**src/hdl/radar_measurement_jacobian_macros.svh**
```systemverilog
// Assertion shorthands for the radar Jacobian block.
`ifndef RADAR_MEASUREMENT_JACOBIAN_MACROS_SVH
`define RADAR_MEASUREMENT_JACOBIAN_MACROS_SVH

// Check a condition at every clock edge out of reset.
`define RMJ_ALWAYS(lbl, cond, msg) \
  lbl: assert property (@(posedge clk) disable iff (rst) (cond)) else $error(msg);

// Check that a condition implies another in the same cycle.
`define RMJ_IMPLIES(lbl, pre, post, msg) \
  lbl: assert property (@(posedge clk) disable iff (rst) (pre) |-> (post)) \
    else $error(msg);

`endif

```
**src/hdl/rmj_pkg.sv**
```systemverilog
package rmj_pkg;

  localparam int FRAC_BITS_DEF = 16;
  localparam int VAL_W = 32;
  localparam int E_W = 5;
  localparam int NORM_STEPS = 5;
  localparam int SQRT_STEPS = 32;
  localparam int SQ_RW = 34;
  localparam int SQ_QW = 32;
  localparam int UDIV_STEPS = 33;
  localparam int WDIV_STEPS = 64;
  localparam int MAG_W = 66;

  typedef struct packed {
    logic signed [VAL_W-1:0] pos_x;
    logic signed [VAL_W-1:0] pos_y;
    logic signed [VAL_W-1:0] vel_x;
    logic signed [VAL_W-1:0] vel_y;
  } req_t;

  typedef struct packed {
    logic signed [VAL_W-1:0] range_dpx;
    logic signed [VAL_W-1:0] range_dpy;
    logic signed [VAL_W-1:0] bearing_dpx;
    logic signed [VAL_W-1:0] bearing_dpy;
    logic signed [VAL_W-1:0] rate_dpx;
    logic signed [VAL_W-1:0] rate_dpy;
    logic signed [VAL_W-1:0] rate_dvx;
    logic signed [VAL_W-1:0] rate_dvy;
    logic                    zero_position;
    logic                    saturated;
  } jac_t;

  typedef struct packed {
    logic zero;
    logic neg_x;
    logic neg_y;
    logic c_neg;
  } flags_t;

  typedef struct packed {
    logic [VAL_W-1:0] val;
    logic             sat;
  } pack_t;

  function automatic pack_t sat_pack(logic [MAG_W-1:0] mag, logic neg, logic ovf);
    pack_t r;
    if (neg) begin
      if (ovf || mag > {{(MAG_W-VAL_W){1'b0}}, 32'h8000_0000}) begin
        r.val = 32'h8000_0000;
        r.sat = 1'b1;
      end else begin
        r.val = 32'd0 - mag[VAL_W-1:0];
        r.sat = 1'b0;
      end
    end else begin
      if (ovf || mag > {{(MAG_W-VAL_W){1'b0}}, 32'h7FFF_FFFF}) begin
        r.val = 32'h7FFF_FFFF;
        r.sat = 1'b1;
      end else begin
        r.val = mag[VAL_W-1:0];
        r.sat = 1'b0;
      end
    end
    return r;
  endfunction

endpackage

```
**src/hdl/rmj_norm_cell.sv**
```systemverilog
module rmj_norm_cell #(
  parameter int SH = 32,
  parameter int SW = 1
) (
  input  logic                      clk,
  input  logic                      en,
  input  logic [63:0]               x_in,
  input  logic [rmj_pkg::E_W-1:0]   e_in,
  input  logic [SW-1:0]             side_in,
  output logic [63:0]               x_out,
  output logic [rmj_pkg::E_W-1:0]   e_out,
  output logic [SW-1:0]             side_out
);

  localparam int EW = rmj_pkg::E_W;

  always_ff @(posedge clk) begin
    if (en) begin
      if (x_in[63 -: SH] == '0) begin
        x_out <= x_in << SH;
        e_out <= e_in + EW'(SH / 2);
      end else begin
        x_out <= x_in;
        e_out <= e_in;
      end
      side_out <= side_in;
    end
  end

endmodule

```
**config.mk**
```make
export PLATFORM = sky130hd
export DESIGN_NAME = rmj_norm_cell
export DESIGN_NICKNAME = d
export VERILOG_FILES = /design/src/hdl/radar_measurement_jacobian_macros.svh /design/src/hdl/rmj_pkg.sv /design/src/hdl/rmj_norm_cell.sv
export SDC_FILE = /design/constraint.sdc
export NUM_CORES = 1
export LEC_CHECK = 0
export ABC_CLOCK_PERIOD_IN_PS = 1900
export BUFFER_PORTS_ARGS = -buffer_cell sky130_fd_sc_hd__buf_2
export CELL_PAD_IN_SITES_DETAIL_PLACEMENT = 1
export CELL_PAD_IN_SITES_GLOBAL_PLACEMENT = 1
export CORE_MARGIN = 4
export CORE_UTILIZATION = 35
export CTS_BUF_LIST = sky130_fd_sc_hd__clkbuf_8 sky130_fd_sc_hd__clkbuf_16
export DETAILED_ROUTE_END_ITERATION = 7
export PLACE_DENSITY_LB_ADDON = 0.12
export SKIP_CTS_REPAIR_TIMING = 1
export SYNTH_ARGS = -nofsm -noshare
export SYNTH_HDL_FRONTEND = slang
export SYNTH_SLANG_ARGS = --single-unit
```
**constraint.sdc**
```tcl
create_clock -name clk -period 1.9 [get_ports clk]
set_input_delay 0.38 -clock clk [delete_from_list [all_inputs] [get_ports clk]]
set_output_delay 0.38 -clock clk [all_outputs]
set_load 0.05 [all_outputs]
```
# Word-level counts from Yosys, hierarchy flattened
# Cells that the tools add are included.
dict set report classes {
  n_reduce_logical 1
  add_sub_neg 1
  mux 2
}
# operator count
set op_table {}
lappend op_table {{64-bit 2-to-1 mux} 1}
lappend op_table {{32-bit zero test} 1}
lappend op_table {{5-bit adder, second input constant} 1}
lappend op_table {{5-bit 2-to-1 mux} 1}
dict set report totals {
  in_bits 72
  register_bits 70
  elab_cells 8
  out_inout_bits 70
}

# Depth between registers and ports, before layout
dict set report depth {
  word_depth 2
  mapped_depth 6
  mapped_depth_nobuf 4
}

# Worst setup path after synthesis
# No wires, ideal clock.
dict set report synth_path {
  kind {input to register}
  from {input port x_in[53]}
  to {register x_out[0] (data pin)}
  required_time_ns 1.647
  stages 6
  setup_time_ns 0.253
  t_arrival_ns 1.232
  path_buffers 2
  path_slack_ns 0.414
  path_cell_list {nor4_1 > nand4_1 > nor2_2 > buf_6 > buf_4 > nor2b_1}
}
dict set report synth_between {
  elab_chain_len 1
}
# element line_no
set synth_rtl {}
lappend synth_rtl {{from (decl)} rmj_norm_cell.sv:7} ;# input logic [63:0] x_in,
lappend synth_rtl {{32-bit zero test} rmj_norm_cell.sv:19} ;# if (x_in[63 -: SH] == '0) begin
lappend synth_rtl {{to (signal assigned)} rmj_norm_cell.sv:20} ;# x_out <= x_in << SH;
lappend synth_rtl {{to (signal assigned)} rmj_norm_cell.sv:23} ;# x_out <= x_in;
lappend synth_rtl {{to (decl)} rmj_norm_cell.sv:10} ;# output logic [63:0] x_out,
# Every way passes these cells.
# A chain may end at the register's enable or synchronous reset.

# Worst setup path after layout
dict set report layout_path {
  from {input port x_in[45]}
  to {register x_out[8] (data pin)}
}
# The elaborated chain is that of the path after synthesis.

==> impl_metrics.ini <==
[outcome]
outcome = finished, final reports clean

[detailed_routing]
antenna_left = 0
firstDrtPassIters = 4
wl_per_cell_um = 15.4
via_per_inst = 4.54
drt_iter0_drc = 42
num_vias = 1861
routed_wl_mm = 6.33
drc = 0

[global_route]
gr-total-overflow = 0
grt_use_total_pct = 13.9
grt_max_degree = 71
antenna_found_initial = 0
first_global_vias = 1920
grt_pass1_wl_mm = 9.36

[power]
p_comb_share_pct = 18.9
static-leakage-power_nw = 1.73
power.switching_w = 0.00113
max-vdd-ir-drop_v = 0.000430
pwr-share-seq_pct = 48.1
swShare_pct = 29.1
power-per-cell-area_mw_per_mm2 = 1030
clkPwrFrac_pct = 33.0
p_int_w = 0.00274
finalPower_w = 0.00387

[worst_setup_path]
cp_max_fo = 33
worstPathCellList = buf_2, nor4_1, buf_4, nand4_1, nor2_4, buf_12, nor2b_1
cp.arrival_ns = 1.68
crit_family = simple AND/OR/NAND/NOR gates
worstSetupStartpointType = input pin
cp-end-kind = flop
critPathKind = input pin to flop
required_ns = 1.98
max_stage_delay_ns = 0.35
cp_num_buf_inv = 3
slowest_stage = nor4_1

[finish]
layout.cells.non_filler = 410
seq_area_sq_mm = 0.00210
fin_area_sq_mm = 0.00377
nNetsFinal = 378
multi_input_area_sq_um = 531
antenna_cells = 0
syn_to_final_growth_pct = 40.1
fill_cells = 787
drive_gt1_share_pct = 52.7

[placement]
dp_hpwl_mm = 4.75
place_ws_ns = -0.0876
routabilityCongestion = 0.769
postPlaceCellArea_sq_mm = 0.00356
dp.cells = 394
io_buffers = 141

[timing]
hold_viol = 0
setup_tns_ns = 0
slew_viol_final = 0
fmax_mhz = 625
rsz0062_at_grt = false
min_period_ns = 1.60
min_period_over_period_pct = 84.3
setup_viol = 0
slew_headroom_pct = 75.0
fin_ws_ns = 0.299
worstMarginPinSlew_ns = 0.375

[logic_synthesis]
yosysSeqAreaShare_pct = 78.1
syn_avg_cell_area_sq_um = 17.6
yosysTopAreaCellShare_pct = 78.1
synth_fp_nets = 225
synth_area_leaders = edfxtp_1 (78%), a21o_1 (8.9%), nor2b_1 (7.4%)
netlist_instances = 153
ys_seq_elements = 70
netlist_area_sq_mm = 0.00269
yosysTopAreaCell = edfxtp_1
ys_warn_count = 0
ys_types = 10

[floorplanning]
start_util_pct = 36.5
die_h_um = 95.7
rows = 31
io_pins = 142
fp.dieW_um = 95.7
die_area_sq_mm = 0.00916
core_area_sq_mm = 0.00737

[min_path]
min_to = e_out[3]
hold_class = input pin to flop
min_from = e_in[3]
hold_path_depth = 1

[clock_network]
clkSinkCount = 70
htree_levels = 3
clock_path_buffers = 2
cts_made_buffers = 9
cts_root_buf = clkbuf_8
clk_pin_slew_ns = 0.07
cts_tree = yes

[run]
maxCapViolations = 0
-- final cells by class --
| class | count | share of cell area [%] |
|---|---|---|
| Sequential cell | 70 | 55.7 |
| Timing Repair Buffer | 149 | 21.3 |
| Multi-Input combinational cell | 76 | 14.1 |
| Clock buffer | 9 | 3.28 |
| Tap cell | 99 | 3.28 |
| Clock inverter | 7 | 2.35 |
-- Yosys cell counts (all sizes together) --
| cell type | number |
|---|---|
| xor2 | 1 |
| nor2b | 32 |
| nor4 | 8 |
| edfxtp | 70 |
| buf | 6 |
| a21o | 32 |
| clkbuf | 1 |
| nand4 | 2 |
| nor2 | 1 |
-- cell usage in the layout (no fill, tap or decap), drive strengths merged --
cell / synthesis / routed
a21o: 32 / 32
buf: 6 / 149
bufinv: 0 / 2
clkbuf: 1 / 9
clkinv: 0 / 3
edfxtp: 70 / 70
inv: 0 / 2
nand4: 2 / 2
nor2: 1 / 1
nor2b: 32 / 32
nor4: 8 / 8
xor2: 1 / 1
-- per-stage QoR --
stage                     hold WS, ns  utilization, %
after detailed placement        0.561            48.3
after CTS                       0.204            51.2
after global placement          0.556            48.3
after floorplan                 0.479               -
final                           0.221            51.2
after global routing            0.195            51.2
-- flip-flops by register name (all words and copies together), names as in the netlist --
signal    count
x_out        64
e_out         5
side_out      1
-- how the worst max path moves through the flow --
stage | startpoint | endpoint | slack, ns | cells after the start
2_1_floorplan | x_in[53] | x_out[0] | 0.41 | 6
3_3_place_gp | x_in[60] | e_out[4] | -0.04 | 7
3_5_place_dp | x_in[60] | e_out[4] | -0.09 | 7
4_1_cts | x_in[60] | x_out[4] | 0.27 | 7
5_1_grt | x_in[60] | x_out[4] | 0.21 | 7
6_report | x_in[45] | x_out[8] | 0.30 | 7
-- power by group through the flow --
stage / clock, W / combinational (W) / sequential, W
after floorplan: 0 / 0.0000508 / 0.00233
after global placement: 0 / 0.000734 / 0.00189
after detailed placement: 0 / 0.000738 / 0.00190
after CTS: 0.00131 / 0.000739 / 0.00186
after global routing: 0.00140 / 0.000766 / 0.00187
final: 0.00128 / 0.000729 / 0.00186
-- logic make-up after synthesis --
logic type / Yosys count / share of synthesized area, %
flops: 70 / 78.1
compound gates: 32 / 8.92
simple gates: 43 / 9.99
xor+xnor: 1 / 0.604
buf+inv: 7 / 2.42
-- routing by layer --
layer | global-route usage, % | up-vias | share of wire, %
met4 | 6.75 | 0 | 1.8
li1 | - | 889 | -
met3 | 5.32 | 12 | 10
met5 | 0 | - | 0
met2 | 23.2 | 91 | 50
met1 | 15.5 | 869 | 38
(Power assumes the default switching activity.)
