### src/hdl/radar_measurement_jacobian_macros.svh
// Assertion shorthands for the radar Jacobian block.
`ifndef RADAR_MEASUREMENT_JACOBIAN_MACROS_SVH
`define RADAR_MEASUREMENT_JACOBIAN_MACROS_SVH

// Check a condition at every clock edge out of reset.
`define RMJ_ALWAYS(lbl, cond, msg) \
  lbl: assert property (@(posedge clk) disable iff (rst) (cond)) else $error(msg);

// Check that a condition implies another in the same cycle.
`define RMJ_IMPLIES(lbl, pre, post, msg) \
  lbl: assert property (@(posedge clk) disable iff (rst) (pre) |-> (post)) \
    else $error(msg);

`endif

### src/hdl/rmj_pkg.sv
package rmj_pkg;

  localparam int FRAC_BITS_DEF = 16;
  localparam int VAL_W = 32;
  localparam int E_W = 5;
  localparam int NORM_STEPS = 5;
  localparam int SQRT_STEPS = 32;
  localparam int SQ_RW = 34;
  localparam int SQ_QW = 32;
  localparam int UDIV_STEPS = 33;
  localparam int WDIV_STEPS = 64;
  localparam int MAG_W = 66;

  typedef struct packed {
    logic signed [VAL_W-1:0] pos_x;
    logic signed [VAL_W-1:0] pos_y;
    logic signed [VAL_W-1:0] vel_x;
    logic signed [VAL_W-1:0] vel_y;
  } req_t;

  typedef struct packed {
    logic signed [VAL_W-1:0] range_dpx;
    logic signed [VAL_W-1:0] range_dpy;
    logic signed [VAL_W-1:0] bearing_dpx;
    logic signed [VAL_W-1:0] bearing_dpy;
    logic signed [VAL_W-1:0] rate_dpx;
    logic signed [VAL_W-1:0] rate_dpy;
    logic signed [VAL_W-1:0] rate_dvx;
    logic signed [VAL_W-1:0] rate_dvy;
    logic                    zero_position;
    logic                    saturated;
  } jac_t;

  typedef struct packed {
    logic zero;
    logic neg_x;
    logic neg_y;
    logic c_neg;
  } flags_t;

  typedef struct packed {
    logic [VAL_W-1:0] val;
    logic             sat;
  } pack_t;

  function automatic pack_t sat_pack(logic [MAG_W-1:0] mag, logic neg, logic ovf);
    pack_t r;
    if (neg) begin
      if (ovf || mag > {{(MAG_W-VAL_W){1'b0}}, 32'h8000_0000}) begin
        r.val = 32'h8000_0000;
        r.sat = 1'b1;
      end else begin
        r.val = 32'd0 - mag[VAL_W-1:0];
        r.sat = 1'b0;
      end
    end else begin
      if (ovf || mag > {{(MAG_W-VAL_W){1'b0}}, 32'h7FFF_FFFF}) begin
        r.val = 32'h7FFF_FFFF;
        r.sat = 1'b1;
      end else begin
        r.val = mag[VAL_W-1:0];
        r.sat = 1'b0;
      end
    end
    return r;
  endfunction

endpackage

### src/hdl/rmj_sqrt_cell.sv
module rmj_sqrt_cell #(
  parameter int SW = 1
) (
  input  logic                        clk,
  input  logic                        en,
  input  logic [63:0]                 x_in,
  input  logic [rmj_pkg::SQ_RW-1:0]   r_in,
  input  logic [rmj_pkg::SQ_QW-1:0]   q_in,
  input  logic [SW-1:0]               side_in,
  output logic [63:0]                 x_out,
  output logic [rmj_pkg::SQ_RW-1:0]   r_out,
  output logic [rmj_pkg::SQ_QW-1:0]   q_out,
  output logic [SW-1:0]               side_out
);

  localparam int RW = rmj_pkg::SQ_RW;
  localparam int QW = rmj_pkg::SQ_QW;

  logic [RW+1:0] r2;
  logic [RW+1:0] trial;
  logic [RW+1:0] diff;
  logic          ge;

  assign r2    = {r_in, x_in[63:62]};
  assign trial = {{(RW-QW){1'b0}}, q_in, 2'b01};
  assign ge    = r2 >= trial;
  assign diff  = r2 - trial;

  always_ff @(posedge clk) begin
    if (en) begin
      x_out    <= x_in << 2;
      r_out    <= ge ? diff[RW-1:0] : r2[RW-1:0];
      q_out    <= {q_in[QW-2:0], ge};
      side_out <= side_in;
    end
  end

endmodule

### config.mk
export PLATFORM = sky130hd
export DESIGN_NAME = rmj_sqrt_cell
export DESIGN_NICKNAME = d
export VERILOG_FILES = /design/src/hdl/radar_measurement_jacobian_macros.svh /design/src/hdl/rmj_pkg.sv /design/src/hdl/rmj_sqrt_cell.sv
export SDC_FILE = /design/constraint.sdc
export NUM_CORES = 1
export LEC_CHECK = 0
export BUFFER_PORTS_ARGS = -buffer_cell sky130_fd_sc_hd__buf_2
export CAP_MARGIN = 20
export CORE_UTILIZATION = 44
export CTS_CLUSTER_SIZE = 25
export DETAILED_ROUTE_END_ITERATION = 10
export PLACE_DENSITY = 0.83
export SYNTH_ARGS = -nofsm -noshare
export SYNTH_HDL_FRONTEND = slang
export SYNTH_SLANG_ARGS = --single-unit
export TNS_END_PERCENT = 30
### constraint.sdc
create_clock -name clk -period 2.8 [get_ports clk]
set_clock_uncertainty 0.2 [all_clocks]
set_input_delay 0.56 -clock clk [delete_from_list [all_inputs] [get_ports clk]]
set_output_delay 0.56 -clock clk [all_outputs]
set_load 0.02 [all_outputs]
# Word-level counts from Yosys, hierarchy flattened
# Cells that the tools add are included.
dict set report classes {
  magnitude_cmp 1
  n_addsub 1
  mux 1
}
# operator count
set op_table {}
lappend op_table {{$ge A36 B34 Y1} 1}
lappend op_table {{$mux W34} 1}
lappend op_table {{$sub A34 B34 Y34} 1}
dict set report word_totals {
  register_bits 129
  word_cells 7
  out_inout_bits 131
  in_bits 133
}

# Depth between registers and ports, before layout
# Gate-level depths: netlist (run 1).
dict set report logic_depth {
  ltp_word 2
  mapped_depth 13
  ltp_nobuf 10
}

# Worst setup path after synthesis (run 1)
# No wires, ideal clock.
dict set report synth_timing {
  path_type {input -> register}
  from {in q_in[9] (netlist bit)}
  to {reg r_out[27] (netlist bit) (data pin)}
  t_arrival_ns 2.542
  path_stages 10
  setup_ns 0.260
  t_required_ns 2.340
  setup_slack_ns -0.203
  n_path_buf 0
  path_cell_list {inv_1 ha_1 a21o_1 a31o_1 a211oi_4 o211ai_2 a21bo_2 mux2i_1 o221ai_1 mux2_4}
}
dict set report synth_via {
  elab_chain_cells 2
  elab_cells_between_ends 3
  classes_between {add/sub (1); order compare (1); mux (1)}
}
# element line_no
set synth_lines {}
lappend synth_lines {{start: declaration} rmj_sqrt_cell.sv:8} ;# input logic [rmj_pkg::SQ_QW-1:0] q_in,
lappend synth_lines {{$sub A34 B34 Y34 / $ge A36 B34 Y1 (equally long branches)} {rmj_sqrt_cell.sv:27, rmj_sqrt_cell.sv:26}}
lappend synth_lines {{$mux W34 (*)} rmj_sqrt_cell.sv:32} ;# r_out <= ge ? diff[RW-1:0] : r2[RW-1:0];
lappend synth_lines {{end signal: assignment} rmj_sqrt_cell.sv:32}
lappend synth_lines {{end: declaration} rmj_sqrt_cell.sv:11} ;# output logic [rmj_pkg::SQ_RW-1:0] r_out,
# Mark *: on every way between the ends. The rest lies on a longest branch, timed or not.
# A chain may end at the register's enable or synchronous reset.

# Worst setup path after layout (run 1)
dict set report layout_timing {
  from {in q_in[3] (netlist bit)}
  to {reg r_out[26] (netlist bit) (data pin)}
}
# The elaborated chain is that of the path after synthesis.

==> flow_summary.yaml, run 1 <==
outcome:
  status: "finished clean"
routing:
  post_drt_wl_per_cell_um: 17.07
  routed_wl_um: 18430
  drt_iter0_drc: 243
  firstDrtPassIters: 4
  via_per_inst: 5.048
  vias: 5452
  drc: 0
  final_antenna_net_count: 0
yosys:
  seq_area_frac_synth_pct: 61.05
  yosysMostFrequentCell: "edfxtp_1"
  synth_edf_count: 129
  synth_area_leaders: "edfxtp_1 (61%), ha_1 (6.7%), nand2_1 (3.4%), o21ai_0 (3.2%), inv_1 (2.5%)"
  async_flop_share_pct: 0
  ys_dominant_reg_cell: "edfxtp_1"
  avgSynthCellArea_um2: 12.49
  synth_top_area_cell: "edfxtp_1"
  syn_inst: 508
  ys_seq_elements: 129
  synth_top_area_share_pct: 61.05
  synth_warnings: 0
  synthesis.area_mm2: 0.006345
  yosysUniqueCellTypes: 62
  synthTopCellsByCount: "edfxtp_1 (129), nand2_1 (58), inv_1 (42)"
global_route:
  groute.usage.overall_pct: 23.89
  antenna_found_initial: 1
  grt_pass1_wl_um: 26510
  grt_pass1_vias: 5292
  grt_max_degree: 43
  grt.overflow.total: 0
critical_path:
  end_kind: "flop"
  worstSetupPathType: "input port to flop"
  startpoint: "q_in[3]"
  crit_arrival_ns: 2.74
  required_ns: 2.78
  cp-start-kind: "input port"
  cp_max_fo: 6
sta:
  finalMaxSlewViolations: 0
  setup_violations: 0
  period_share_pct: 98.58
  max_freq_ghz: 0.3623
  hold_violations: 0
  finalCriticalPeriod_ns: 2.760
  rsz0062_at_grt: "true"
floorplan:
  start_util_pct: 45.36
  num_rows: 43
  core_area_mm2: 0.01399
  io_pins: 264
  die_y_um: 122.1
  die_area_mm2: 0.01490
  die_w_um: 122.1
place:
  dp_hpwl_um: 14070
  place_area_mm2: 0.008732
  io_buffer_count: 261
  routabilityCongestion: 0.8427
clock_tree:
  cts_max_path_buffers: 2
  cts_buffers: 17
  path_clk_slew_ns: 0.06
  cts-root-buf: "clkbuf_16"
  cts_max_level: 4
  cts_tree: "built"
  cts_sinks: 129
power_and_ir_drop:
  p_per_area_mw_per_mm2: 628.7
  leakage_uw: 0.004326
  peakVddDrop_uv: 444.5
final_layout:
  areaGrowthSynthToFinish_pct: 50.76
  final_util_pct: 68.38
  layout.nets: 1053
  post-route-cell-area_mm2: 0.009565
  drive_gt1_share_pct: 51.28
min_path:
  hold_class: "input port to flop"
  hp-start: "x_in[5]"
job:
  maxCapViolCount: 0
==> where the power goes <==
group / total (µW) / switching, µW / leakage, µW / internal [µW]
Sequential: 2410 / 48.0 / 0.00126 / 2360
Combinational: 1450 / 828 / 0.00279 / 622
Clock: 2150 / 839 / 0.000271 / 1310
Total: 6010 / 1720 / 0.00433 / 4300
==> path summary, 6_finish.rpt <==
path	endpoint	slack [ns]	depth (start not counted)
worst min-delay path	x_out[7]	0.11	1
worst max-delay path	r_out[26]	0.04	11
==> cell type report <==
type / instances / area, µm²
clock inverter: 12 / 136.4
sequential: 129 / 3874
multi-input combinational: 321 / 2479
timing repair buffer: 374 / 2221
clock buffer: 20 / 436.7
tap: 180 / 225.2
antenna: 1 / 2.502
fill: 1032 / 4423
inverter: 43 / 191.4
==> metal layers <==
layer  share of wire, %  wire length (µm)  track usage (%)
met1                 37              6847            26.07
met2                 53              9704            43.57
met3                8.7              1599            7.772
met4                1.5               281            7.393
met5                  0                 0                0
==> sequential cells by signal, indices dropped and copies added, names as in the netlist <==
| name | count |
|---|---|
| r_out | 34 |
| side_out | 1 |
| x_out | 62 |
| q_out | 32 |
==> timing repair <==
action                                  4_1_cts  5_1_grt
endpoints found under the setup margin        5       34
gates resized for setup                       2       40
pin swaps                                     1       20
buffers inserted                              0       10
hold buffers                                  0        0
==> cells by family (layout without fill, tap and decap cells) <==
logic type	after synthesis	after routing	synth area share, %
compound gates	133	133	14.69
flops	129	129	61.05
simple gates	120	120	8.835
buf+inv	59	449	4.062
fa+ha+maj	34	34	6.705
xor+xnor	27	27	3.727
mux	5	5	0.8676
other cells	1	3	0.05910
==> per-stage QoR <==
step           power, µW  setup WS, ns  instances  hold slack, ns  setup TNS, ns
2_1_floorplan       3207      -0.05950        509          0.4589        -0.1812
3_3_place_gp        3796       -0.4175       1038          0.5370         -11.29
3_5_place_dp        3827       -0.4714       1038          0.5386         -13.09
4_1_cts             5983      0.009238       1070         0.09670              0
5_1_grt             6247      -0.03148       1079         0.09651        -0.1549
6_report            6014       0.03986       1080          0.1125              0
==> critical path, stage by stage <==
cell      delay (ns)
buf_4           0.13
inv_12          0.03
ha_4            0.25
a21o_1          0.17
or3_1           0.37
o21a_4          0.24
a311oi_4        0.36
o21ai_4         0.13
a31oi_4         0.20
mux2i_1         0.11
a31o_1          0.18
==> cell usage in the layout (no fill, tap or decap), types with 3 or more instances in the layout <==
| cell | count |
|---|---|
| a21o_1 | 19 |
| a21oi_1 | 23 |
| a21oi_2 | 5 |
| a31oi_1 | 4 |
| and2_1 | 3 |
| and3_2 | 3 |
| buf_12 | 3 |
| buf_2 | 257 |
| buf_4 | 109 |
| buf_6 | 5 |
| clkbuf_1 | 3 |
| clkbuf_16 | 17 |
| clkinv_4 | 5 |
| clkinvlp_4 | 3 |
| edfxtp_1 | 129 |
| ha_1 | 21 |
| ha_4 | 11 |
| inv_1 | 37 |
| inv_2 | 3 |
| mux2i_1 | 4 |
| nand2_1 | 57 |
| nand2b_1 | 5 |
| nand3_1 | 5 |
| nand4_1 | 6 |
| nor2_1 | 17 |
| nor3_1 | 9 |
| o21ai_0 | 35 |
| o21ai_1 | 10 |
| o31ai_2 | 3 |
| xnor2_1 | 14 |
| xor2_1 | 13 |
Note: power is estimated with default switching activity, not from simulation.
==> inputs of run 2 (changes only) <==
Settings changed: REMOVE_ABC_BUFFERS set to 1.
==> run 2 against run 1 <==
Compared with the run above: flip-flop and latch count did not move; hold slack improved by 0.00076 ns; via count fell by 1.3%; count of clock-buffer cells in the layout fell by 1; die area did not move.
==> flow_summary.yaml, run 2 (synthesized netlist as in run 1, its figures left out) <==
sta:
  finalCriticalPeriod_ns: 2.792
  hold_violations: 0
  finalWorstSetupSlack_ns: 0.007762
  rsz0062_at_grt: "true"
  worstMarginPinSlew_ns: 0.5080
  period_share_pct: 99.72
  setup_violations: 0
  finalMaxSlewViolations: 0
  slew_headroom_pct: 66.13
  hold_ws_ns: 0.1133
  max_freq_ghz: 0.3581
global_route:
  grt_pass1_wl_um: 26790
  grt_pass1_vias: 5270
  grtUsageMet3_pct: 8.287
  antenna_found_initial: 0
  groute.usage.overall_pct: 24.33
  global_route.usage.met2_pct: 42.20
  grt_max_degree: 53
  grt-busiest-layer: "met2"
  grt.overflow.total: 0
  use_met1_pct: 27.53
clock_tree:
  cts_tree: "built"
  path_clk_slew_ns: 0.06
  cts_sinks: 129
  cts_max_level: 4
  cts_max_path_buffers: 2
  cts_buffers: 17
  cts-root-buf: "clkbuf_16"
  cts_hold_buf: 0
power_and_ir_drop:
  peakVddDrop_uv: 372.9
  netSwitchingFraction_pct: 28.96
  clockPowerShare_pct: 34.8
  pwr-share-seq_pct: 41.1
  switchingPower_uw: 1703
  p_per_area_mw_per_mm2: 629.3
  leakage_uw: 0.004253
  power_report.internal_total_uw: 4178
  combPwrFrac_pct: 24.1
min_path:
  holdPathStages: 1
  hp-start: "x_in[46]"
  hold_class: "input port to flop"
floorplan:
  start_util_pct: 45.36
  die_w_um: 122.1
  num_rows: 43
  die_y_um: 122.1
  core_area_mm2: 0.01399
  io_pins: 264
  die_area_mm2: 0.01490
place:
  place_area_mm2: 0.008526
  routabilityCongestion: 0.8686
  pre_cts_slack_ns: -0.5217
  dp_hpwl_um: 14040
  io_buffer_count: 261
job:
  maxCapViolCount: 0
final_layout:
  multi_input_area_mm2: 0.002412
  drive_gt1_share_pct: 49.55
  final_cell_mix: "buf_2 (260), edfxtp_1 (129), buf_4 (99)"
  layout.nets: 1044
  post-route-cell-area_mm2: 0.009346
  fillers: 1064
  largest_reg_flops: 62
  regMostFlops: "x_out"
  layout_commonest_cell: "buf_2"
  largestRegisters: "x_out x62, r_out x34, q_out x32"
  antenna_cells: 0
  ff_latch_area_mm2: 0.003874
  areaGrowthSynthToFinish_pct: 47.31
critical_path:
  required_ns: 2.76
  cp_max_fo: 4
  end_kind: "flop"
  cp-start-kind: "input port"
  worstSetupPathType: "input port to flop"
  startpoint: "q_in[0]"
  crit_arrival_ns: 2.75
routing:
  post_drt_wl_per_cell_um: 17.52
  final_antenna_net_count: 0
  routed_wl_um: 18750
  via_per_inst: 5.030
  drc: 0
  vias: 5382
  drt_iter0_drc: 301
  firstDrtPassIters: 5
outcome:
  status: "finished clean"
==> run 2: final timing paths <==
check,end,slack (ns)
max,r_out[26],0.008
min,x_out[48],0.11
==> run 2: timing repair <==
item / CTS / global route
pin swaps: 7 / 26
endpoints found under the setup margin: 20 / 34
setup buffers: 1 / 7
gates resized for setup: 5 / 32
gates cloned: 0 / 0
==> run 2: routing by layer <==
metal | part of all wire (%) | vias to the layer above
li1 | - | 2620
met1 | 38 | 2521
met2 | 51 | 211
met3 | 8.8 | 30
met4 | 2.2 | 0
met5 | 0 | -
==> run 2: metrics by stage <==
stage	total power [µW]	util, %	instances	setup TNS [ns]
final	5882	66.82	1070	0
after global routing	6108	66.82	1070	-0.09594
after CTS	5848	65.13	1063	0
after detailed placement	3787	60.95	1030	-15.40
after global placement	3758	60.95	1030	-12.24
after floorplan	3171	-	493	-31.56
==> run 2: critical path, stage by stage <==
cell and delay (ns):
buf_2 0.11, inv_1 0.10, ha_4 0.23, nor2b_1 0.14
o31a_1 0.26, buf_4 0.15, o21a_1 0.20, a311oi_2 0.29
o21ai_2 0.17, a31oi_4 0.20, mux2i_1 0.10, a31o_1 0.23
==> run 2: final cells by class <==
class | count | share of cell area, %
multi-input cells | 321 | 25.81
inverters | 43 | 1.740
flip-flops and latches | 129 | 41.45
clock buffers | 19 | 4.632
repair buffers | 365 | 22.73
well taps | 180 | 2.410
clock inverters | 13 | 1.232
==> run 2: power by group through the flow <==
| stage | registers [µW] | clock network, µW | logic (µW) |
|---|---|---|---|
| after floorplan | 2710 | 0 | 458 |
| after global placement | 2450 | 0 | 1310 |
| after detailed placement | 2450 | 0 | 1330 |
| after CTS | 2420 | 2080 | 1350 |
| after global routing | 2440 | 2150 | 1520 |
| final | 2420 | 2050 | 1420 |
