==> config.mk <==
export PLATFORM = sky130hd
export DESIGN_NAME = rmj_div_cell
export DESIGN_NICKNAME = d
export VERILOG_FILES = /design/src/hdl/radar_measurement_jacobian_macros.svh /design/src/hdl/rmj_div_cell.sv
export SDC_FILE = /design/constraint.sdc
export NUM_CORES = 1
export LEC_CHECK = 0
export BUFFER_PORTS_ARGS = -buffer_cell sky130_fd_sc_hd__buf_4
export CORE_MARGIN = 3
export CORE_UTILIZATION = 44
export DETAILED_ROUTE_END_ITERATION = 7
export PLACE_DENSITY_LB_ADDON = 0.2
export SETUP_SLACK_MARGIN = 0.3
export SYNTH_ARGS = -nofsm -noshare
export SYNTH_HDL_FRONTEND = slang
export SYNTH_SLANG_ARGS = --single-unit
==> constraint.sdc <==
create_clock -name clk -period 2.1 [get_ports clk]
set_input_delay 0 -clock clk [delete_from_list [all_inputs] [get_ports clk]]
set_output_delay 0 -clock clk [all_outputs]
set_load 0.01 [all_outputs]
==> src/hdl/radar_measurement_jacobian_macros.svh <==
// Assertion shorthands for the radar Jacobian block.
`ifndef RADAR_MEASUREMENT_JACOBIAN_MACROS_SVH
`define RADAR_MEASUREMENT_JACOBIAN_MACROS_SVH

// Check a condition at every clock edge out of reset.
`define RMJ_ALWAYS(lbl, cond, msg) \
  lbl: assert property (@(posedge clk) disable iff (rst) (cond)) else $error(msg);

// Check that a condition implies another in the same cycle.
`define RMJ_IMPLIES(lbl, pre, post, msg) \
  lbl: assert property (@(posedge clk) disable iff (rst) (pre) |-> (post)) \
    else $error(msg);

`endif

==> src/hdl/rmj_div_cell.sv <==
module rmj_div_cell #(
  parameter int DW = 32,
  parameter int NW = 32,
  parameter int QW = 32
) (
  input  logic          clk,
  input  logic          en,
  input  logic [DW-1:0] r_in,
  input  logic [DW-1:0] d_in,
  input  logic [NW-1:0] n_in,
  input  logic [QW-1:0] q_in,
  output logic [DW-1:0] r_out,
  output logic [DW-1:0] d_out,
  output logic [NW-1:0] n_out,
  output logic [QW-1:0] q_out
);

  logic [DW:0] r2;
  logic [DW:0] diff;
  logic        ge;

  assign r2   = {r_in, n_in[NW-1]};
  assign ge   = r2 >= {1'b0, d_in};
  assign diff = r2 - {1'b0, d_in};

  always_ff @(posedge clk) begin
    if (en) begin
      r_out <= ge ? diff[DW-1:0] : r2[DW-1:0];
      d_out <= d_in;
      n_out <= n_in << 1;
      q_out <= {q_in[QW-2:0], ge};
    end
  end

endmodule

* Word level (Yosys, flattened, before mapping)
Cells that the tools add are included.
W data, S select, Z words.
** Word-level totals
- Flip-flop bits (word level) :: 127
- Bits of input ports :: 130
- Output and inout bits :: 128
- Word-level logic and storage cells :: 7
** Operators by class
- Add/subtract/negate cells :: 1
- Magnitude comparators :: 1
- Muxes and demuxes :: 1
** Operator list (count)
- $ge A33 B32 Y1 :: 1
- $mux W32 :: 1
- $sub A32 B32 Y32 :: 1

* Logic depth before layout (Yosys ltp)
Gate-level depths: netlist (run 1).
- Depth after elaboration :: 2
- Depth in mapped cells :: 13
- Gate-level depth less buffers :: 11

* Worst setup path after synthesis (run 1)
No wires, ideal clock.
- Path type :: input port to flip-flop
- Start :: input d_in[23]
- End :: register r_out[14], data pin
- Setup time :: 0.260 ns
- Arrival :: 2.092 ns
- Required time :: 1.840 ns
- Setup slack :: -0.252 ns
- Cell stages on the path :: 11
- Path buffers :: 2
- Cell sequence :: inv_1 -> ha_1 -> buf_6 -> and3_1 -> o21a_1 -> a311oi_2 -> o21ai_1 -> or3b_1 -> o21a_1 -> buf_6 -> mux2_4
** On the way
- Word-level cells in the longest chain between the ends :: 2
** Ends and longest elaborated chain
- start: declaration :: RTL line rmj_div_cell.sv:9 : input logic [DW-1:0] d_in,
- $ge A33 B32 Y1 :: RTL line rmj_div_cell.sv:23 : assign ge = r2 >= {1'b0, d_in};
- $mux W32 :: RTL line rmj_div_cell.sv:28 : r_out <= ge ? diff[DW-1:0] : r2[DW-1:0];
- end signal: assignment :: RTL line rmj_div_cell.sv:28
- end: declaration :: RTL line rmj_div_cell.sv:12 : output logic [DW-1:0] r_out,
No other way between the ends.
A chain may end at the register's enable or synchronous reset.

* Worst setup path in the final report (run 1)
- Start :: input d_in[9]
- End :: register r_out[5], data pin
Same word-level chain as after synthesis.

==> results.md, run 1 <==
Status:
- The flow ran to the end, but the final reports show violations.
- The final reports fail on negative hold slack, negative setup slack.

Clock network:
- The root buffer selected by CTS is clkbuf_16.
- The clock transition at the registers of the reported paths is 60 ps.
- The total clock buffers created by CTS is 17.
- The CTS tree is yes.
- The count of clock tree sinks is 127.
- The deepest clock path buffer count is 2.
- The maximum level of the CTS H-tree is 4.
- The count of hold-fix buffers inserted at cts is 123.

Route:
- For this run, design rule violations remaining after detail routing come to 0.
- The wire length per cell after detailed routing is 20.5 um.
- The violation count after the first detailed-route iteration is 471.
- The via count is 6116.
- The routed wire length is 23900 um.
- The first-pass iteration count of the detailed router is 5.
- The count of nets left with antenna violations once routing finished came out at 0.
- Using the TritonRoute via totals, the vias-per-cell ratio works out to 5.25.

Floorplan:
- The height of the die is 124 um.
- The floorplan has 42 rows.
- The die width is 124 um.
- The floorplan step defined a core boundary enclosing 13500 um2.
- The initial utilization of the core area, before any placement, comes to 45.7%.
- The overall die area is 15400 um2.
- The boundary pin count is 258.

Synth:
- The number of enable-type register cells in the synthesized netlist is 127.
- The count of mapped cells out of synthesis is 488.
- The synthesized area per cell is 12.6 um2.
- The async set-or-reset flop fraction in the synthesized netlist is 0%.
- Yosys printed 0 warnings.
- Synthesis instantiated 50 different standard cells from the library.
- The post-synthesis cell area is 6150 um2.
- The number of nets handed over by synthesis was 651.
- The sequential share of the synthesized area is 62.0%.
- The number of synthesized register bits is 127.
- In the synthesized netlist the dominant register cell turns out to be edfxtp_1.

Timing:
- The tightest hold path in the finished design has a slack of -104 ps.
- The actual slew at the worst max-slew pin is 693 ps.
- The total count of max-transition violations in the final report is 0.
- The final hold violation count is 1.
- Across all setup checks in the final design, the least slack found is -107 ps.
- Setup repair after global routing could not meet its margin everywhere.
- The relative slew slack is 53.8%.
- Counting I/O delays and the setup requirement, the final critical path takes 2210 ps.
- Of the available clock period, the critical path in the final layout requires 105%.
- Derived from the worst setup path, the maximum achievable clock frequency is 453 MHz.
- The number of endpoints failing setup at the final stage is 10.

Pwr:
- Summed over all cells, the static leakage comes to 5.05 nW.
- In this run the power density over the cells is 768 nW/um2.
- The maximum ir drop on the vdd rail is 646 uV.

Setup path:
- STA puts the critical path data arrival time at 2380 ps.
- Of all nets on the critical path, the largest fanout is 8.
- The worst setup path is of the in -> reg kind.
- The type of element capturing the critical path is a register.
- STA puts the critical path data required time at 2270 ps.
- The worst setup path is launched from an input pin.

Place:
- The post-placement cell count is 1000.
- After detailed placement, the total cell area comes to 9040 um2.
- The detailed placement HPWL is 13500 um.
- The minimum setup slack after placement is -581 ps.
- In this run the tool buffered the top-level ports with 255 buffer cells.
- The congestion estimate from routability-driven global placement came to 0.880.

Worst hold path:
- In this run the worst hold path is classified as in -> reg.

Global routing:
- The global-route wire length before repair is 35400 um.
- The initial antenna violation count is 0.
- Entering global routing, the biggest net connects 75 pins.
- The global router's overall resource usage is 29.3%.
- The number of global-route vias before repair was 6402.
- The total global routing overflow is 0.

Finish:
- The final cell count without fillers is 1166.
- In the final layout, flip-flops and latches occupy 3810 um2.
- The antenna cell count is 0.
- In the final layout, the multi-input gates occupy 2600 um2.
- The filler cells instantiated in the layout total 639.
- The final layout net count is 1140.
- The post-route netlist has 50.4% of its cells at a drive strength greater than 1.
- After routing the design area is 11600 um2.
- The growth of design area from synthesis to finish is 88.6%.

Flow run:
- Across the run, the number of max-cap violations was 0.
==> worst max-delay path, stage by stage <==
cell     delay, ps
buf_4           90
inv_1           40
ha_1           320
and2_1         200
nand3_1        130
nor3_1         370
buf_4          190
a31oi_2         80
or3b_4         250
o21a_4         200
buf_12         120
buf_16         140
nor2_4          40
a31o_4         200
==> logic make-up (layout without fill, tap and decap cells) <==
family,after synthesis,count (layout),share of synthesized area (%)
other cells,1,1,0.0610
xor+xnor,26,26,3.70
fa+ha+maj,33,33,6.83
flops,127,127,62.0
compound gates,120,120,11.9
buf+inv,64,566,4.74
mux,10,10,2.28
simple gates,107,107,8.50
==> final cells by class <==
cell class	count	share of cell area (%)
Clock buffer	18	3.70
Clock inverter	14	1.77
Inverter	46	1.60
Multi-Input combinational cell	297	22.4
Sequential cell	127	32.9
Tap cell	176	1.90
Timing Repair Buffer	488	35.8
==> cells in the final DEF (no fill, tap or decap), drive strengths merged, types with 7 or more instances in the layout <==
| cell type | n |
|---|---|
| a21o | 8 |
| a21oi | 55 |
| buf | 364 |
| clkbuf | 19 |
| dlygate4sd3 | 123 |
| edfxtp | 127 |
| ha | 32 |
| inv | 51 |
| mux2 | 8 |
| nand2 | 24 |
| nand2b | 7 |
| nand3 | 8 |
| nand4 | 8 |
| nor2 | 37 |
| o21ai | 21 |
| o31ai | 7 |
| xnor2 | 16 |
| xor2 | 10 |
==> per-layer routing <==
layer	GRT usage [%]	up-vias	part of all wire (%)
li1	-	2776	-
met1	32.8	2983	36
met2	53.6	299	54
met3	6.83	58	6.0
met4	11.3	0	3.5
met5	0	-	0
==> Yosys cell counts, types with 3 or more instances <==
cell         n  area (um2)
o21bai_1     5        37.5
nor2_1      37         139
a21oi_1     54         270
a21o_1       8        60.1
clkbuf_1     6        22.5
a2111oi_0    3        26.3
edfxtp_1   127        3810
buf_6        5        56.3
nor3_1       3        15.0
nand4_1      8        50.1
o21ai_1      4        20.0
buf_2        5        25.0
o21ai_0     17        85.1
nand2b_1     7        43.8
nand2_1     24        90.1
inv_1       46         173
xnor2_1     16         140
o31ai_1      7        52.6
mux2_4       8         120
nand3_1      8        40.0
o21a_1       6        45.0
a211oi_1     3        22.5
xor2_1      10        87.6
ha_1        32         400
and2_1       3        18.8
==> repair_timing <==
action	CTS	global route
pin swaps	7	12
gates cloned	2	1
setup buffers	2	6
gates resized for setup	40	91
setup endpoints to repair	33	33
hold endpoints to repair	124	1
==> through the flow <==
stage	total power [mW]	hold WS, ps	TNS (ps)	util (%)
4_1_cts	8.59	-92.1	0	82.7
5_1_grt	9.20	-115	-1080	86.2
3_5_place_dp	5.10	179	-13560	67.2
3_3_place_gp	5.06	179	-11830	67.2
2_1_floorplan	4.05	98.9	-4720	-
6_report	8.91	-104	-778	86.2
==> final timing paths <==
kind	slack, ps	depth (start not counted)	from	endpoint
max	-110	14	d_in[9]	r_out[5]$_DFFE_PP_
min	-100	2	r_in[22]	r_out[23]$_DFFE_PP_
==> state kept, by name, summed over array words and instances (netlist names) <==
| name | count |
|---|---|
| d_out | 32 |
| q_out | 32 |
| r_out | 32 |
| n_out | 31 |
==> where the power goes <==
group / total [mW] / switching [mW] / internal [mW]
logic: 2.47 / 1.14 / 1.33
clock network: 3.24 / 1.22 / 2.01
registers: 3.20 / 0.0939 / 3.11
Power figures use the tool's default switching activity.
==> inputs of run 2 (changes only) <==
--- a/config.mk
+++ b/config.mk
@@ -11,6 +11,7 @@
 export DETAILED_ROUTE_END_ITERATION = 7
 export PLACE_DENSITY_LB_ADDON = 0.2
 export SETUP_SLACK_MARGIN = 0.3
+export SKIP_LAST_GASP = 1
 export SYNTH_ARGS = -nofsm -noshare
 export SYNTH_HDL_FRONTEND = slang
 export SYNTH_SLANG_ARGS = --single-unit
==> results.md, run 2 (synthesis gave the netlist of run 1 again) <==
Finish:
- The post-route core utilization was 85.6% (was 86.2%).
- The final layout net count came to 1141 (was 1140).
- The final cell area excluding filler cells came to 11500 um2 (was 11600 um2).
- The antenna cell count came to 0 (unchanged).
- The layout filler cell count is 658 (was 639).
- The ratio of cells with drive above 1 in the final layout came to 49.1% (was 50.4%).
- The final cell count without fillers is 1167 (was 1166).
- The most common cell after layout, fill and taps aside is buf_4 (unchanged).
- Commonest cells after routing, fill and taps aside: buf_4, edfxtp_1, dlygate4sd3_1 (unchanged).
- Largest registers: d_out: 32 flops, q_out: 32 flops, r_out: 32 flops (unchanged).
- The growth of design area from synthesis to finish is 87.3% (was 88.6%).

Floorplan:
- The floorplan core area is 13500 um2 (unchanged).
- The height of the die came to 124 um (unchanged).
- The die width is 124 um (unchanged).
- The site row count was 42 (unchanged).
- The boundary pin count is 258 (unchanged).
- The overall die area came to 15400 um2 (unchanged).
- The effective utilization at floorplan is 45.7% (unchanged).

Clock network:
- The root buffer selected by CTS is clkbuf_16 (unchanged).
- The total clock buffers created by CTS is 17 (unchanged).
- The deepest clock path buffer count is 2 (unchanged).
- The count of clock tree sinks is 127 (unchanged).
- The clock transition at the registers of the reported paths came to 60 ps (about the same).
- The maximum level of the CTS H-tree came to 4 (unchanged).
- The CTS tree is yes (unchanged).

Route:
- The violation count after the first detailed-route iteration is 500 (was 471).
- The first-pass iteration count of the detailed router was 5 (unchanged).
- The remaining number of nets flagged by the antenna check after routing is 0 (unchanged).
- The via count is 6091 (was 6116).
- The wire length per cell after detailed routing is 20.3 um (was 20.5 um).
- The highest metal layer used by the detailed router is met4 (unchanged).
- The routed wire length was 23700 um (was 23900 um).
- The number of vias per cell after detailed routing is 5.22 (was 5.25).
- The detailed-routed wire length on met3 is 1590 um (was 1430 um).
- The DRC violation count after routing is 0 (unchanged).
- The detailed-routing wirelength on met1 is 8550 um (was 8640 um).
- The sum of met2 wire segment lengths after detailed routing came to 12600 um (was 13000 um).

Status:
- Status: finished, final reports clean (was complete, but fails checks).

Pwr:
- The total power per unit cell area was 768 nW/um2 (about the same).
- The maximum ir drop on the vdd rail came to 638 uV (was 646 uV).
- The reported leakage power is 5.04 nW (was 5.05 nW).

Place:
- The final estimated routing congestion in global placement is 0.880 (unchanged).
- The detailed placement HPWL is 13500 um (unchanged).
- The instance area at placement is 9040 um2 (unchanged).
- The post-placement cell count is 1000 (unchanged).
- The minimum setup slack after placement is -581 ps (unchanged).
- The number of buffer cells added on primary ports is 255 (unchanged).

Setup path:
- The critical path launch point is d_in[9] (unchanged).
- The largest fanout of any net on the critical path is 8 (unchanged).
- The arrival time at the worst endpoint was 2250 ps (was 2380 ps).
- The startpoint type of the worst setup path is an input pin (unchanged).
- The critical path required time is 2270 ps (about the same).
- The kind of critical path is in -> reg (unchanged).
- The type of element capturing the critical path is a register (unchanged).

Timing:
- The shortest clock period the worst path allows after layout is 2080 ps (was 2210 ps).
- The maximum clock frequency is 481 MHz (was 453 MHz).
- The fraction of the cycle the final worst path needs is 99.0% (was 105%).
- The smallest setup slack after layout was 22.0 ps (was -107 ps).
- The actual slew at the worst max-slew pin is 692 ps (was 693 ps).
- The total count of max-transition violations in the final report was 0 (unchanged).
- The number of endpoints failing setup at the final stage is 0 (was 10).
- The final hold violation count is 0 (was 1).
- RSZ-0062 raised after global routing: true (unchanged).
- The relative slew slack is 53.9% (was 53.8%).

Worst hold path:
- The type of the worst min-delay path is in -> reg (unchanged).
- The cell depth of the worst hold path is 4 (was 2).
- The sink of the worst hold path is r_out[5]$_DFFE_PP_ (was r_out[23]$_DFFE_PP_).
- The startpoint of the most critical hold path is r_in[4] (was r_in[22]).

Global routing:
- The initial antenna violation count was 0 (unchanged).
- The pin count of the biggest net entering global routing was 75 (unchanged).
- The total global routing overflow is 0 (unchanged).
- The global-route wire length before repair is 35400 um (unchanged).
- The number of global-route vias before repair is 6402 (unchanged).
- The global router's overall resource usage is 29.3% (unchanged).

Flow run:
- The max-capacitance violation count is 0 (unchanged).
[run 2: final cells by class]
class	instances	area, um2	share of cell area [%]
clock buffers	18	429	3.72
clock inverters	14	205	1.78
inverters	46	185	1.61
multi-input cells	297	2520	21.9
flip-flops and latches	127	3810	33.1
well taps	176	220	1.91
repair buffers	489	4150	36.0
[run 2: timing repair]
item / 4_1_cts / 5_1_grt
pin swaps: 7 / 11
setup endpoints to repair: 33 / 33
hold endpoints to repair: 124 / 1
setup buffers: 2 / 6
gates resized for setup: 40 / 70
hold buffers: 123 / 1
gates cloned: 2 / 1
[run 2: critical path: stages]
cell and delay, ps:
buf_4 110, inv_1 90, ha_1 280, and2_1 180, nand3_1 100, nor3_1 60
buf_4 150, a31oi_2 150, or3b_4 400, o21a_4 250, buf_12 170, mux2_4 300
[run 2: worst max-delay path by stage]
stage	end	slack [ps]	depth (start not counted)
after global routing	r_out[26]$_DFFE_PP_	-70	12
final	r_out[14]$_DFFE_PP_	20	12
after floorplan	r_out[14]$_DFFE_PP_	-180	11
after CTS	r_out[26]$_DFFE_PP_	60	12
after global placement	r_out[26]$_DFFE_PP_	-470	13
after detailed placement	r_out[26]$_DFFE_PP_	-580	13
[run 2: metal layers]
metal  vias up  track usage [%]
met5         -                0
met4         0             11.3
met3        67             6.83
met2       322             53.6
met1      2925             32.8
li1       2777                -
[run 2: per-stage QoR]
step	TNS, ps	hold slack [ps]	power [mW]
6_report	0	37.7	8.85
5_1_grt	-211	46.3	9.16
4_1_cts	0	-92.1	8.59
3_5_place_dp	-13560	179	5.10
3_3_place_gp	-11830	179	5.06
2_1_floorplan	-4720	98.9	4.05
[run 2: power breakdown]
group	switching, mW	internal, mW	total (mW)
combinational	1.10	1.31	2.41
sequential	0.0951	3.11	3.20
clock	1.22	2.02	3.24
